$ cat src/design/bols_pkg.sv
package bols_pkg;

  // list geometry
  localparam int DEPTH  = 16;
  localparam int PTR_W  = $clog2(DEPTH);
  localparam int CNT_W  = $clog2(DEPTH + 1);
  localparam int DATA_W = 32;
  localparam int ACT_W  = 2;
  localparam int STAT_W = 2;
  localparam int POS_W  = 4;

  typedef logic [PTR_W-1:0] ptr_t;
  typedef logic [CNT_W-1:0] cnt_t;

  // request actions
  typedef enum logic [ACT_W-1:0] {
    ACT_INSERT      = 2'd0,
    ACT_REMOVE_REAR = 2'd1,
    ACT_REMOVE_KEY  = 2'd2
  } action_t;

  // result status codes
  typedef enum logic [STAT_W-1:0] {
    ST_DONE      = 2'd0,
    ST_EMPTY     = 2'd1,
    ST_NOT_FOUND = 2'd2,
    ST_FULL      = 2'd3
  } status_t;

endpackage

$ cat src/design/bols_if.sv
// request channel
interface bols_req_if import bols_pkg::*; ();
  logic                     valid;
  logic                     ready;
  logic [ACT_W-1:0]         action;
  logic signed [DATA_W-1:0] value;

  modport source (output valid, action, value, input ready);
  modport sink (input valid, action, value, output ready);
endinterface

// result channel
interface bols_rsp_if import bols_pkg::*; ();
  logic                     valid;
  logic                     ready;
  logic [STAT_W-1:0]        status;
  logic                     element_valid;
  logic signed [DATA_W-1:0] element;
  logic [POS_W-1:0]         position;
  logic                     last;

  modport source (output valid, status, element_valid, element, position, last, input ready);
  modport sink (input valid, status, element_valid, element, position, last, output ready);
endinterface

$ cat src/design/bols_ram.sv
module bols_ram #(
  parameter int WIDTH = 32,
  parameter int DEPTH = 16
) (
  input  logic                     clk,
  input  logic                     we,
  input  logic [$clog2(DEPTH)-1:0] waddr,
  input  logic [WIDTH-1:0]         wdata,
  input  logic [$clog2(DEPTH)-1:0] raddr,
  output logic [WIDTH-1:0]         rdata
);

  logic [WIDTH-1:0] mem [DEPTH];

  // one write port, one registered read port
  always_ff @(posedge clk) begin
    if (we) begin
      mem[waddr] <= wdata;
    end
    rdata <= mem[raddr];
  end

endmodule

$ cat src/design/bounded_ordered_list_store_core.sv
// Ordered list store of up to DEPTH signed 32-bit values.
// req channel: action and value; a request is taken only while the block is
// idle (req.ready high). Insert puts the value at the front, remove rear drops
// the entry at the rear, remove key drops the first entry from the front that
// equals value.
// rsp channel: after each request the whole list is sent front to rear, one
// result per entry with position and a last flag; an empty list sends one
// result with element_valid low. status is the same on every result.
// The list sits in a circular buffer in a single RAM with a registered read;
// insert moves the head pointer back, remove key scans from the head and then
// closes the gap by copying the entries behind it down one place.
// Results go out front to rear; each one is read from the RAM and then loaded
// into the output register, and the next request is taken only after the last
// result has been taken. Remove key finishes its scan and its copying before
// the first result is sent.
// A stalled receiver simply holds the current result; nothing is lost.
// Reset empties the list at once (no clearing pass) and drops any result.
module bounded_ordered_list_store_core import bols_pkg::*; (
  input  logic clk,
  input  logic rst,
  bols_req_if.sink   req,
  bols_rsp_if.source rsp
);

  typedef enum logic [2:0] {
    S_IDLE,
    S_SEARCH,
    S_SHIFT,
    S_EPRE,
    S_ELOAD,
    S_ESEND
  } state_t;

  localparam ptr_t PTR_LAST = ptr_t'(DEPTH - 1);
  localparam cnt_t CNT_FULL = cnt_t'(DEPTH);

  state_t              state;
  ptr_t                head;
  cnt_t                count;
  ptr_t                rp;
  cnt_t                rl;
  ptr_t                cp;
  cnt_t                cl;
  logic                cv;
  ptr_t                wp;
  logic [DATA_W-1:0]   key;
  status_t             status;

  logic                rsp_valid;
  status_t             o_status;
  logic                o_elem_valid;
  logic [DATA_W-1:0]   o_elem;
  logic [POS_W-1:0]    o_pos;
  logic                o_last;

  logic                we;
  ptr_t                waddr;
  logic [DATA_W-1:0]   wdata;
  logic [DATA_W-1:0]   rdata;

  function automatic ptr_t ptr_inc(input ptr_t p);
    return (p == PTR_LAST) ? '0 : p + 1'b1;
  endfunction

  function automatic ptr_t ptr_dec(input ptr_t p);
    return (p == '0) ? PTR_LAST : p - 1'b1;
  endfunction

  bols_ram #(
    .WIDTH(DATA_W),
    .DEPTH(DEPTH)
  ) u_ram (
    .clk  (clk),
    .we   (we),
    .waddr(waddr),
    .wdata(wdata),
    .raddr(rp),
    .rdata(rdata)
  );

  // write port: front insert or gap closing copy
  always_comb begin
    we    = 1'b0;
    waddr = wp;
    wdata = rdata;
    priority if (state == S_IDLE && req.valid && req.action == ACT_INSERT
                 && count != CNT_FULL) begin
      we    = 1'b1;
      waddr = ptr_dec(head);
      wdata = req.value;
    end else if (state == S_SHIFT && cv) begin
      we = 1'b1;
    end else begin
      we = 1'b0;
    end
  end

  // handshake and result payload
  assign req.ready         = (state == S_IDLE);
  assign rsp.valid         = rsp_valid;
  assign rsp.status        = o_status;
  assign rsp.element_valid = o_elem_valid;
  assign rsp.element       = o_elem;
  assign rsp.position      = o_pos;
  assign rsp.last          = o_last;

  // sequencer
  always_ff @(posedge clk) begin
    if (rst) begin
      state     <= S_IDLE;
      head      <= '0;
      count     <= '0;
      cv        <= 1'b0;
      rsp_valid <= 1'b0;
    end else begin
      unique case (state)
        // take a request and apply the simple actions at once
        S_IDLE: begin
          if (req.valid) begin
            key <= req.value;
            rl  <= '0;
            cv  <= 1'b0;
            unique case (req.action)
              ACT_INSERT: begin
                state <= S_EPRE;
                if (count == CNT_FULL) begin
                  status <= ST_FULL;
                  rp     <= head;
                end else begin
                  status <= ST_DONE;
                  head   <= ptr_dec(head);
                  rp     <= ptr_dec(head);
                  count  <= count + 1'b1;
                end
              end
              ACT_REMOVE_REAR: begin
                rp    <= head;
                state <= S_EPRE;
                if (count == '0) begin
                  status <= ST_EMPTY;
                end else begin
                  status <= ST_DONE;
                  count  <= count - 1'b1;
                end
              end
              ACT_REMOVE_KEY: begin
                rp <= head;
                if (count == '0) begin
                  status <= ST_EMPTY;
                  state  <= S_EPRE;
                end else begin
                  status <= ST_DONE;
                  state  <= S_SEARCH;
                end
              end
              default: begin
                rp     <= head;
                status <= ST_DONE;
                state  <= S_EPRE;
              end
            endcase
          end
        end

        // scan from the front, one read issued per cycle
        S_SEARCH: begin
          if (cv && rdata == key) begin
            wp    <= cp;
            rp    <= ptr_inc(cp);
            rl    <= cl + 1'b1;
            cv    <= 1'b0;
            state <= S_SHIFT;
          end else if (cv && cl == count - 1'b1) begin
            status <= ST_NOT_FOUND;
            rp     <= head;
            rl     <= '0;
            cv     <= 1'b0;
            state  <= S_EPRE;
          end else if (rl != count) begin
            cp <= rp;
            cl <= rl;
            cv <= 1'b1;
            rp <= ptr_inc(rp);
            rl <= rl + 1'b1;
          end else begin
            cv <= 1'b0;
          end
        end

        // copy the entries behind the match down one place
        S_SHIFT: begin
          if (cv) begin
            wp <= ptr_inc(wp);
          end
          if (rl != count) begin
            cv <= 1'b1;
            rp <= ptr_inc(rp);
            rl <= rl + 1'b1;
          end else begin
            cv <= 1'b0;
            if (!cv) begin
              count <= count - 1'b1;
              rp    <= head;
              rl    <= '0;
              state <= S_EPRE;
            end
          end
        end

        // head read in flight, or the single result of an empty list
        S_EPRE: begin
          if (count == '0) begin
            rsp_valid    <= 1'b1;
            o_status     <= status;
            o_elem_valid <= 1'b0;
            o_elem       <= '0;
            o_pos        <= '0;
            o_last       <= 1'b1;
            state        <= S_ESEND;
          end else begin
            state <= S_ELOAD;
          end
        end

        // load the next entry into the output register
        S_ELOAD: begin
          rsp_valid    <= 1'b1;
          o_status     <= status;
          o_elem_valid <= 1'b1;
          o_elem       <= rdata;
          o_pos        <= POS_W'(rl);
          o_last       <= (rl == count - 1'b1);
          rp           <= ptr_inc(rp);
          rl           <= rl + 1'b1;
          state        <= S_ESEND;
        end

        // hold the result until it is taken
        S_ESEND: begin
          if (rsp.ready) begin
            rsp_valid <= 1'b0;
            state     <= o_last ? S_IDLE : S_ELOAD;
          end
        end

        default: begin
          state <= S_IDLE;
        end
      endcase
    end
  end

endmodule

$ cat src/flat_wrapper.sv
// flat-port wrapper written by rule: the top's interface ports become plain ports
module bounded_ordered_list_store_core_flat import bols_pkg::*;
  (clk, rst, req_valid, req_action, req_value, req_ready, rsp_valid, rsp_status, rsp_element_valid, rsp_element, rsp_position, rsp_last, rsp_ready);
  bols_req_if req_i ();
  bols_rsp_if rsp_i ();
  input  logic clk;
  input  logic rst;
  input wire logic [$bits(req_i.valid)-1:0] req_valid;
  input wire logic [$bits(req_i.action)-1:0] req_action;
  input wire logic [$bits(req_i.value)-1:0] req_value;
  output wire logic [$bits(req_i.ready)-1:0] req_ready;
  output wire logic [$bits(rsp_i.valid)-1:0] rsp_valid;
  output wire logic [$bits(rsp_i.status)-1:0] rsp_status;
  output wire logic [$bits(rsp_i.element_valid)-1:0] rsp_element_valid;
  output wire logic [$bits(rsp_i.element)-1:0] rsp_element;
  output wire logic [$bits(rsp_i.position)-1:0] rsp_position;
  output wire logic [$bits(rsp_i.last)-1:0] rsp_last;
  input wire logic [$bits(rsp_i.ready)-1:0] rsp_ready;
  assign req_i.valid = req_valid;
  assign req_i.action = req_action;
  assign req_i.value = req_value;
  assign req_ready = req_i.ready;
  assign rsp_valid = rsp_i.valid;
  assign rsp_status = rsp_i.status;
  assign rsp_element_valid = rsp_i.element_valid;
  assign rsp_element = rsp_i.element;
  assign rsp_position = rsp_i.position;
  assign rsp_last = rsp_i.last;
  assign rsp_i.ready = rsp_ready;
  bounded_ordered_list_store_core u_core (.clk(clk), .rst(rst), .req(req_i), .rsp(rsp_i));
endmodule
$ cat config.mk
export PLATFORM = sky130hd
export DESIGN_NAME = bounded_ordered_list_store_core_flat
export DESIGN_NICKNAME = d
export VERILOG_FILES = /design/src/design/bols_pkg.sv /design/src/design/bols_if.sv /design/src/design/bols_ram.sv /design/src/design/bounded_ordered_list_store_core.sv /design/src/flat_wrapper.sv
export SDC_FILE = /design/constraint.sdc
export NUM_CORES = 1
export LEC_CHECK = 0
export ABC_AREA = 1
export BUFFER_PORTS_ARGS = -buffer_cell sky130_fd_sc_hd__buf_2
export CAP_MARGIN = 0
export CORE_MARGIN = 2
export CORE_UTILIZATION = 45
export CTS_BUF_LIST = sky130_fd_sc_hd__clkbuf_4
export DETAILED_ROUTE_END_ITERATION = 10
export PLACE_DENSITY = 0.69
export SYNTH_ARGS = -nofsm -noshare
export SYNTH_HDL_FRONTEND = slang
export SYNTH_SLANG_ARGS = --single-unit
$ cat constraint.sdc
create_clock -name clk -period 3.9 [get_ports clk]
set_clock_uncertainty 0.15 [all_clocks]
set_input_delay 0.39 -clock clk [delete_from_list [all_inputs] [get_ports clk]]
set_output_delay 0.39 -clock clk [all_outputs]
set_load 0.01 [all_outputs]
* Word-level counts from Yosys, hierarchy flattened
Memories as Yosys holds them, arrays and structs flattened. A register that Yosys moved wholly into a read port is not among the register bits.
Cells that the tools add are included.
** Storage, ports and cells
- Register bits after elaboration :: 110
- Bits in latches :: 0
- RAM bits :: 512
- Memory bits (read-only) :: 0
- Output and inout bits :: 42
- Logic and storage cells :: 160
- Memories :: 1
** Cells by class
- Add/sub/neg operators :: 8
- $mul :: 0
- Div/mod/pow operators :: 0
- Order comparisons :: 0
- Equal/unequal tests :: 31
- Shift operators :: 0
- Muxes and demuxes :: 71
- Bitwise gates (word level) :: 3
- Reduce and logical (&&, ||, !) cells :: 29
** Memories
- u_core.u_ram.mem :: words 16, bits a word 32, rd ports 1, clocked after memory_dff 1, wr ports 1, line bols_ram.sv:13 : logic [WIDTH-1:0] mem [DEPTH];
** Operators with widths (count)
- two-way mux 32 bit :: 2
- two-way mux 4 bit :: 16
- case mux 32 bit (2 select lines) :: 1
- two-way mux 5 bit :: 11
- equality test 32 bit :: 1
- two-way mux 3 bit :: 8
- case mux 5 bit (2 select lines) :: 2
- case mux 5 bit (4 select lines) :: 1
- AND reduction 5 bit :: 4
- case mux 3 bit (6 select lines) :: 1
- case mux 4 bit (2 select lines) :: 2
- case mux 4 bit (4 select lines) :: 1
- adder 5 x 1 -> 5 bit, second input constant :: 3
- two-way mux 1 bit :: 13
- adder 4 x 1 -> 4 bit, second input constant :: 3
- equality test 4 bit, second input constant :: 3
- two-way mux 2 bit :: 6
- case mux 2 bit (2 select lines) :: 3
- equality test 5 bit :: 2
- inequality test 2 bit, second input constant :: 5
- inequality test 3 bit, second input constant :: 3
- AND reduction 3 bit :: 3
- inequality test 2 x 1 -> 1 bit, second input constant :: 4
- nonzero test 2 bit :: 4
- 26 further kinds :: 40

* Depth between registers and ports, before layout
Gate-level depths: netlist of run 1.
- Depth after elaboration :: 7
- Mapped depth :: 15
- Depth with buffers taken out :: 15

* Cells and area by module
From an unflattened synthesis of run 1, not the netlist that was laid out.
** Unflattened totals
- Cell total of the unflattened synthesis :: 2923
- Area, all modules :: 29219.3 um^2
** By module, submodules not included
- bols_ram :: instances 1, cells each 2120, area an instance 22730.6 um^2, seq. area each 16015.4 um^2
- bounded_ordered_list_store_core :: instances 1, cells each 803, area an instance 6488.7 um^2, seq. area each 3163.0 um^2

* Worst setup path after synthesis of run 1
OpenSTA, ideal clock, no wires.
- Path kind :: register -> register
- Start :: reg u_core.count[0]
- End :: mem u_core.u_ram.mem[13][0] (enable)
- Library setup time :: 0.421 ns
- Data arrival time :: 2.976 ns
- Required time :: 3.329 ns
- Slack :: 0.353 ns
- Stages on the path, launching flop included :: 10
- Buffers on the path :: 0
- Cells stage by stage :: dfxtp_1 -> inv_1 -> ha_1 -> nand3_1 -> nand2_4 -> nor2_4 -> inv_4 -> a21oi_1 -> nand2_1 -> nor2_1
** Between the ends
- Cells in the longest elaborated chain, start to end :: 5
** Ends and longest elaborated chain
- from (decl) :: line bounded_ordered_list_store_core.sv:39 : cnt_t count;
- from (signal assigned) :: line bounded_ordered_list_store_core.sv:133 : count <= count + 1'b1;
- from (signal assigned) :: line bounded_ordered_list_store_core.sv:143 : count <= count - 1'b1;
- from (signal assigned) :: line bounded_ordered_list_store_core.sv:202 : count <= count - 1'b1;
- inequality test 5 bit (*) :: line bounded_ordered_list_store_core.sv:87 : && count != CNT_FULL) begin
- logical AND 1 bit (*) :: line bounded_ordered_list_store_core.sv:87
- two-way mux 1 bit :: line bounded_ordered_list_store_core.sv:86 : priority if (state == S_IDLE && req.valid && req.action == ACT_INSERT
- two-way mux 1 bit :: line bols_ram.sv:17 : if (we) begin
- two-way mux 1 bit (not written as such) :: line bols_ram.sv:18 : mem[waddr] <= wdata;
- to (decl) :: line bols_ram.sv:13
Every way passes the cells marked *; elsewhere a longest branch is shown, timed or not.

* Final worst setup path of run 1
- Start :: reg u_core.count[0]
- End :: reg u_core.state[1]
** Between the ends
- Cells in the longest elaborated chain, start to end :: 5
** Ends and longest elaborated chain
- subtractor 5 x 1 -> 5 bit or logical NOT 5 bit (tied branches) :: line bounded_ordered_list_store_core.sv:173, bounded_ordered_list_store_core.sv:148
- equality test 5 bit or two-way mux 2 bit (tied branches) :: line bounded_ordered_list_store_core.sv:173, bounded_ordered_list_store_core.sv:148
- logical AND 1 bit or two-way mux 3 bit (tied branches) :: line bounded_ordered_list_store_core.sv:173, bounded_ordered_list_store_core.sv:123
- inequality test 3 x 1 -> 1 bit (no source line) or two-way mux 3 bit (tied branches)
- AND reduction 5 bit (no source line) or case mux 3 bit (6 select lines) (tied branches)
- to (signal assigned) :: line bounded_ordered_list_store_core.sv:242 : state <= o_last ? S_IDLE : S_ELOAD;
- to (decl) :: line bounded_ordered_list_store_core.sv:37 : state_t state;
Parallel ways exist; a longest one is shown, timed or not. The select of a mux whose other input is x is not followed.
A chain may end at the register's enable or synchronous reset.

==> flow_metrics.tcl, run 1 <==
set metrics [dict create \
    antenna_found_initial 3 \
    maxSlewHeadroom 0.2548 \
    ys_seq_area_frac 0.7163 \
    die_w_um 247.9 \
    drtIter0Drc 1944 \
    row_count 89 \
    slowest_stage "dlygate4sd3_1" \
    portBuffers 79 \
    track_usage 0.2424 \
    final_hold_viol_count 0 \
    tightest_slew_ns 1.115 \
    ys_ff_latch 654 \
    syn_inst 2251 \
    grt_max_degree 182 \
    ir_drop_mv 0.7701 \
    ctsHtreeMaxLevel 4 \
    arrival_ns 4.16 \
    hold_buffers 73 \
    synthTopCellsByArea "edfxtp_1 68%, nand2_1 6.3%, o21ai_0 4.0%, dfxtp_1 3.4%, nor2_1 3.4%" \
    fin_nets 2576 \
    die-area_um2 61460 \
    p_leak_nw 11.43 \
    whs_endpoint "u_core.key[7]" \
    cp.required_ns 4.68 \
    clock_path_buffers 3 \
    gp_congestion 0.9284 \
    cts.sinks 654 \
    max_cap_viol_count 0 \
    area_growth_syn_to_layout_pct 16.96 \
    yosys_warnings 0 \
    hp-start "req_value[7]" \
    syn_area_um2 26770 \
    min_path_cells 2 \
    critPathMaxFanout 7 \
    drt.antenna.violating_nets 0 \
    root_buffer "clkbuf_4" \
    power.total_mw 23.06 \
    postSynthNetCount 2302 \
    avgSynthCellArea_um2 11.89 \
    grt_pass1_vias 18930 \
    holdCritPathClass "input pin to register" \
    timing.rr.end "u_core.state[1]" \
    max_stage_delay_ns 0.57 \
    start_util 0.4545 \
    synth.distinct_cells 46 \
    finalMaxSlewViolations 0 \
    dieHeight_um 247.9 \
    cp_top_family "buffers and inverters" \
    fmax_ghz 0.2964 \
    final_cells 3421 \
    synth_top_area_frac 0.6819 \
    grt_pass1_wl_um 110400 \
    post_cts_buffers 0 \
    r2r_setup_slack_ns 0.53 \
    ioPinCount 80 \
    cts_made_buffers 162 \
    vias_per_cell 5.576 \
    drt_pass1_iterations 6 \
    rr_startpoint "u_core.count[0]" \
    path_buf_inv 4 \
    wirelength_um 73180 \
    drive_above_1_share 0.1719 \
    drc_errors 0 \
    async_reset_ff_frac 0 \
    vias 19080 \
    ys.flop_type "edfxtp_1" \
    synth-edff-count 608 \
    yosysTopAreaCell "edfxtp_1" \
    hpwl_um 46140 \
    status "completed" \
    dp_cells 3060 \
    fin_crit_ns 3.374 \
    clkLatencyLatePin_ns 0.99 \
    rsz0062_at_grt "false" \
    post_cts_resize_count 0 \
    power_density_nw_per_um2 736.4 \
    setup_viol 0 \
    grt-ovfl-total 0 \
    critical_path_class "register to register" \
    endpoint_kind "register" \
    tns_ns 0 \
    clk_pin_slew_ns 0.07 \
    crit_chain "inv_1 > ha_1 > inv_1 > nand2_1 > nand3_1 > nand2_1 > nor2_1 > nand3_2 > nor2_4 > nor2_4 > nand2_4 > nand4_1 > dlygate4sd3_1 > a21oi_1 > dlygate4sd3_1" \
    finalHoldWorstSlack_ns 0.1190 \
    cts_tree "done" \
    setup.worst_path.start_class "register" \
    reg2reg_depth 15 \
    wire_per_inst_um 21.39 \
    period_share 0.8650 \
    core_um2 58910 \
]
[report_power, final]
group          switching, mW  internal [mW]
sequential             0.393           9.17
combinational           5.75           2.08
clock                   2.69           2.97
[kinds of logic (layout without fill, tap and decap cells)]
logic type,after synthesis,in the layout,synth area share
simple gates,881,881,0.1393
flops,654,654,0.7163
compound gates,431,431,0.09342
buf+inv,245,641,0.03608
xor+xnor,27,27,0.008833
fa+ha+maj,13,13,0.006075
other cells,0,1,0
[routing by layer]
layer  routed length (µm)  up-vias  part of all wire  global-route usage
met2                34910      971              0.48              0.3882
met1                28990     9235              0.40              0.3097
met5                    0        -                 0                   0
met4                 2568        0             0.035              0.1125
li1                     -     8736                 -                   -
met3                 6717      134             0.092             0.06218
[sequential cells by signal, indices dropped and copies added (netlist names), 2 cells and up]
name	flops
u_core.cp	4
u_core.status	2
u_core.u_ram.rdata	32
u_core.cl	5
u_core.state	3
u_core.u_ram.mem	512
u_core.wp	4
u_core.rl	5
u_core.key	32
u_core.head	4
u_core.rp	4
u_core.count	5
u_core.rsp.position	4
u_core.rsp.status	2
u_core.rsp.element	32
[worst max-delay path by stage]
stage	slack (ns)	endpoint	from	cells after the start
after global routing	0.27	u_core.state[1]	u_core.count[0]	15
after floorplan	0.35	u_core.u_ram.mem[13][0]	u_core.count[0]	9
after global placement	0.72	u_core.u_ram.mem[12][20]	u_core.count[0]	12
after detailed placement	0.59	u_core.u_ram.mem[3][6]	u_core.count[0]	10
final	0.53	u_core.state[1]	u_core.count[0]	15
after CTS	0.54	u_core.state[1]	u_core.count[0]	15
[cell usage after synthesis, types with 5 or more instances]
master / instances
edfxtp_1: 608
nand2_1: 447
nor2_1: 240
o21ai_0: 215
inv_1: 126
nand3_1: 106
a21oi_1: 84
clkbuf_1: 78
dfxtp_1: 46
nand4_1: 46
o22ai_1: 40
a221oi_1: 35
o221ai_1: 30
buf_2: 26
xnor2_1: 14
ha_1: 13
xor2_1: 13
nor3_1: 10
buf_1: 8
o21ai_1: 7
o211ai_1: 6
nand3b_1: 5
nor2_4: 5
[placed cells by master, fill, tap and decap left out, types with 23 or more instances in the layout]
master and count:
edfxtp_1 608, o221ai_1 30, a21oi_1 84, o22ai_1 40, a221oi_1 35, buf_4 57, inv_1 124, nand2_1 447
dlygate4sd3_1 74, dfxtp_1 46, nand4_1 46, o21ai_0 215, nand3_1 106, buf_2 79, clkinv_1 32, clkbuf_4 243
nor2_4 23, nor2_1 221
[area by class of cell]
cell class / instances / area, µm²
antenna: 1 / 2.502
inverter: 131 / 499.2
tap: 773 / 967.2
clock inverter: 43 / 231.5
timing repair buffer: 224 / 1844
fill: 4951 / 27590
sequential: 654 / 19180
multi-input combinational: 1352 / 6766
clock buffer: 243 / 1824
[metrics by stage]
step                      setup WS [ns]  instance area (µm²)  utilization
after floorplan                  0.3531                26770            -
after global placement           0.7205                28510       0.4841
after detailed placement         0.5908                28510       0.4841
after CTS                        0.5397                31300       0.5314
after global routing             0.2698                31310       0.5316
final                            0.5264                31310       0.5316
(Power assumes the default switching activity.)
==> run 2: changes to the inputs <==
- CELL_PAD_IN_SITES_DETAIL_PLACEMENT: default -> 1
- CELL_PAD_IN_SITES_GLOBAL_PLACEMENT: default -> 2
- PLACE_DENSITY: 0.69 -> 0.9
==> run 2 against run 1 <==
  * Sequential share of layout area is essentially flat
  * Sequential cell count is the same
  * Cell count grew 0.18%
  * Power grew 1.8%
  * Sequential power is essentially flat
  * First-iteration DRC count shrank 16%
  * Design area is essentially flat
  * Via count grew 2.0%
  * Count of clock-buffer cells in the layout shrank 4
  * Hold slack gained 0.078 ns
  * Utilization is essentially flat
  * Die area is the same
  * Critical endpoint is now u_core.u_ram.mem[10][19]
  * Highest routed layer unchanged
==> flow_metrics.tcl, run 2 (synthesis gave the netlist of run 1 again) <==
set metrics [dict create \
    final_hold_viol_count 0 \
    rsz0062_at_grt "false" \
    fin_crit_ns 3.490 \
    vias_per_cell 5.676 \
    dieHeight_um 247.9 \
    use_met3 0.05309 \
    setup.worst_path.start_class "register" \
    grtUsageMet2 0.4479 \
    die_w_um 247.9 \
    gp_congestion 0.8868 \
    portBuffers 79 \
    n_fill_cell 6163 \
    drtIter0Drc 1628 \
    grt_max_degree 258 \
    period_share 0.8948 \
    grt_busiest_layer "met2" \
    min_path_cells 5 \
    largest_reg_flops 512 \
    vias 19450 \
    r2r_setup_slack_ns 0.41 \
    hp-start "rsp_ready" \
    root_buffer "clkbuf_4" \
    cts_made_buffers 164 \
    fmax_ghz 0.2865 \
    cts.sinks 654 \
    antenna_found_initial 1 \
    clk_pin_slew_ns 0.07 \
    finalMaxSlewViolations 0 \
    hpwl_um 52640 \
    critical_path_class "register to register" \
    fin_area_um2 31300 \
    start_util 0.4545 \
    dp_slack_ns 0.5038 \
    wire_per_inst_um 24.23 \
    setup_viol 0 \
    layout_commonest_cell "edfxtp_1" \
    ctsHtreeMaxLevel 4 \
    reg2reg_depth 8 \
    grt_use_met1 0.3596 \
    final_cell_mix "608 x edfxtp_1, 447 x nand2_1, 239 x clkbuf_4" \
    regMostFlops "u_core.u_ram.mem" \
    arrival_ns 4.00 \
    drc_errors 0 \
    timing.rr.end "u_core.u_ram.mem[10][19]" \
    grt-ovfl-total 0 \
    drt_pass1_iterations 5 \
    tightest_slew_ns 1.208 \
    finalHoldWorstSlack_ns 0.1975 \
    whs_endpoint "u_core.state[2]" \
    row_count 89 \
    setup_slack_ns 0.4101 \
    ioPinCount 80 \
    maxSlewHeadroom 0.1926 \
    cp.required_ns 4.41 \
    die-area_um2 61460 \
    final_util 0.5313 \
    area_growth_syn_to_layout_pct 16.89 \
    drt.antenna.violating_nets 0 \
    core_um2 58910 \
    tns_ns 0 \
    wirelength_um 83040 \
    rr_startpoint "u_core.state[2]" \
    clkLatencyLatePin_ns 1.03 \
    ir_drop_mv 0.8164 \
    clock_path_buffers 3 \
    drive_above_1_share 0.1719 \
    max_cap_viol_count 0 \
    holdCritPathClass "input pin to register" \
    track_usage 0.2753 \
    critPathMaxFanout 22 \
    grt_pass1_vias 20700 \
    p_leak_nw 11.40 \
    power_density_nw_per_um2 749.8 \
    grt_pass1_wl_um 125100 \
    cts_tree "done" \
    placed_area_um2 28510 \
    endpoint_kind "register" \
    post_cts_resize_count 0 \
    fin_nets 2576 \
    status "completed" \
]
run 2: changes by cell type in the layout (fill, tap and decap cells not counted), sizes merged:
cell	previous run	this run
inv	134	133
bufinv	2	1
clkinvlp	1	6
dlygate4sd3	74	72
clkbuf	243	239
clkinv	37	46
run 2: power by group:
| part | internal, mW | leakage (nW) | switching, mW |
|---|---|---|---|
| Combinational | 2.08 | 4.29 | 6.07 |
| Clock | 2.89 | 1.21 | 2.86 |
| Sequential | 9.17 | 5.90 | 0.395 |
| Total | 14.1 | 11.4 | 9.33 |
run 2: per-stage QoR:
stage | total power, mW | instances
CTS | 23.43 | 3426
global placement | 17.13 | 3060
finish | 23.47 | 3427
detailed placement | 17.59 | 3060
global route | 24.61 | 3427
floorplan | 14.16 | 2251
run 2: worst max-delay path by stage:
| stage | start | end | slack [ns] | depth (start not counted) |
|---|---|---|---|---|
| 6_report | u_core.state[2] | u_core.u_ram.mem[10][19] | 0.41 | 8 |
| 5_1_grt | u_core.count[0] | u_core.u_ram.mem[0][18] | 0.23 | 12 |
| 4_1_cts | u_core.count[0] | u_core.u_ram.mem[1][24] | 0.46 | 10 |
| 3_5_place_dp | u_core.count[0] | u_core.u_ram.mem[0][22] | 0.50 | 12 |
| 3_3_place_gp | u_core.count[0] | u_core.u_ram.mem[12][30] | 0.68 | 10 |
| 2_1_floorplan | u_core.count[0] | u_core.u_ram.mem[13][0] | 0.35 | 9 |
run 2: cell type report:
type / count / area (µm²) / share of cell area
timing repair buffer: 222 / 1812 / 0.05789
clock inverter: 55 / 271.5 / 0.008675
multi-input combinational: 1352 / 6771 / 0.2164
clock buffer: 239 / 1794 / 0.05733
inverter: 131 / 499.2 / 0.01595
sequential: 654 / 19180 / 0.6128
tap: 773 / 967.2 / 0.03090
antenna: 1 / 2.502 / 0.00007996
run 2: critical path, cell delays in order (launching register included):
cell and delay (ns):
dfxtp_1 0.40, nor2_1 0.22, nand2_1 0.31, inv_1 0.34
nand2_1 0.27, nand2_1 0.25, nand3_1 0.39, nor2_4 0.55
buf_12 0.27
run 2: routing by layer:
metal	vias up	share of wire
met4	0	0.033
met2	775	0.49
met1	9810	0.42
li1	8712	-
met3	154	0.064
met5	-	0
run 2: timing repair:
action / 4_1_cts / 5_1_grt
setup buffers: 0 / 0
hold endpoints to repair: 606 / 0
hold buffers: 72 / 0
==> run 3: changes to the inputs <==
- CORE_ASPECT_RATIO: default -> 0.7
- REMOVE_ABC_BUFFERS: default -> 1
- clock period: 3.9 -> 4.3 ns (I/O delays scaled with it)
==> run 3 against run 2 <==
  * Combinational power fell by 14%
  * Cell count increased by 0.32%
  * Fmax fell by 5.0%
  * Setup slack better by 0.22 ns
  * Hold slack got worse by 0.12 ns
  * Largest cell class unchanged
==> flow_metrics.tcl, run 3 (synthesis gave the netlist of run 1 again) <==
set metrics [dict create \
    status "completed" \
    drt.antenna.violating_nets 0 \
    setup.worst_path.start_class "register" \
    cp_top_family "buffers and inverters" \
    portBuffers 79 \
    wirelength_um 86810 \
    max_stage_delay_ns 0.59 \
    critical_path_class "register to register" \
    critPathMaxFanout 6 \
    fin_nets 2564 \
    fin_area_um2 31240 \
    dieHeight_um 208.1 \
    finalMaxSlewViolations 0 \
    drc_errors 0 \
    drt_pass1_iterations 6 \
    core_um2 58610 \
    rsz0062_at_grt "false" \
    setup_slack_ns 0.6270 \
    power.total_mw 21.11 \
    holdCritPathClass "input pin to register" \
    layout_commonest_cell "edfxtp_1" \
    finalHoldWorstSlack_ns 0.07986 \
    drtIter0Drc 1959 \
    cts.sinks 654 \
    crit_chain "inv_1 > ha_1 > nand2_1 > inv_1 > nor2_1 > nand2_1 > nor2_1 > nand3_2 > nor2_4 > nor2_4 > nand2_4 > nand4_1 > dlygate4sd3_1 > a21oi_1 > dlygate4sd3_1" \
    max_cap_viol_count 0 \
    post_cts_resize_count 0 \
    final_cell_mix "608 x edfxtp_1, 446 x nand2_1, 249 x clkbuf_4" \
    dp_slack_ns 0.8809 \
    antenna_found_initial 2 \
    track_usage 0.2852 \
    fmax_ghz 0.2723 \
    placed_area_um2 28520 \
    grt_max_degree 140 \
    fin_crit_ns 3.673 \
    ctsHtreeMaxLevel 4 \
    vias 19790 \
    row_count 74 \
    area_growth_syn_to_layout_pct 16.70 \
    n_fill_cell 6154 \
    cts_made_buffers 159 \
    drive_above_1_share 0.1775 \
    grt_pass1_vias 20470 \
    start_util 0.4568 \
    path_buf_inv 4 \
    die_w_um 295.5 \
    vias_per_cell 5.757 \
    die-area_um2 61490 \
    slowest_stage "dlygate4sd3_1" \
    maxSlewHeadroom 0.3108 \
    root_buffer "clkbuf_4" \
    cts_tree "done" \
    regMostFlops "u_core.u_ram.mem" \
    power_density_nw_per_um2 675.5 \
    ir_drop_mv 0.3856 \
    largest_reg_flops 512 \
    clk_pin_slew_ns 0.07 \
    period_share 0.8542 \
    cp.required_ns 5.05 \
    final_hold_viol_count 0 \
    setup_viol 0 \
    hpwl_um 50610 \
    p_leak_nw 11.41 \
    clkLatencyLatePin_ns 1.03 \
    arrival_ns 4.43 \
    endpoint_kind "register" \
    clock_path_buffers 3 \
    wire_per_inst_um 25.25 \
    gp_congestion 0.9141 \
    grt_pass1_wl_um 128700 \
    ioPinCount 80 \
    grt-ovfl-total 0 \
    tightest_slew_ns 1.020 \
]
run 3: cell count changes in the layout (fill, tap and decap cells not counted), sizes merged:
cell,delta
clkinv,-17
dlygate4sd3,-11
clkbuf,+10
buf,+4
clkinvlp,-3
diode,+3
bufinv,+2
inv,-2
run 3: power breakdown:
part	switching [mW]	total [mW]	internal, mW	leakage, nW
logic	5.15	7.03	1.87	4.26
registers	0.374	8.69	8.32	5.90
clock network	2.58	5.39	2.81	1.25
run 3: metrics by stage:
stage | util | TNS (ns) | instances
after floorplan | - | -211.34 | 2137
after global placement | 0.4866 | 0 | 3089
after detailed placement | 0.4866 | 0 | 3089
after CTS | 0.5329 | 0 | 3434
after global routing | 0.5330 | 0 | 3437
final | 0.5331 | 0 | 3438
run 3: worst paths after layout:
| check | start | end | slack [ns] | depth (start not counted) |
|---|---|---|---|---|
| max | u_core.count[0] | u_core.state[1] | 0.63 | 15 |
| min | req_value[21] | u_core.key[21] | 0.08 | 2 |
| max reg2reg | u_core.count[0] | u_core.state[1] | 0.63 | 15 |
| min reg2reg | u_core.status[0] | u_core.rsp.status[0] | 0.29 | 0 |
run 3: layout make-up:
class | instances | area (µm²) | share of cell area
multi-input cells | 1352 | 6774 | 0.2168
clock buffers | 249 | 1869 | 0.05983
repair buffers | 215 | 1682 | 0.05382
flip-flops and latches | 654 | 19180 | 0.6138
well taps | 798 | 998.5 | 0.03196
diodes | 4 | 10.01 | 0.0003204
inverters | 131 | 499.2 | 0.01598
clock inverters | 35 | 232.7 | 0.007449
run 3: routing by layer:
| layer | track usage | vias up | wire length (µm) |
|---|---|---|---|
| met5 | 0 | - | 0 |
| met4 | 0.09610 | 0 | 2051 |
| met3 | 0.06410 | 144 | 7527 |
| met2 | 0.4399 | 955 | 40110 |
| met1 | 0.4006 | 9996 | 37120 |
| li1 | - | 8699 | - |
run 3: what timing repair did:
item,4_1_cts,5_1_grt
buffers inserted,0,0
hold buffers,61,0
hold endpoints to repair,574,0
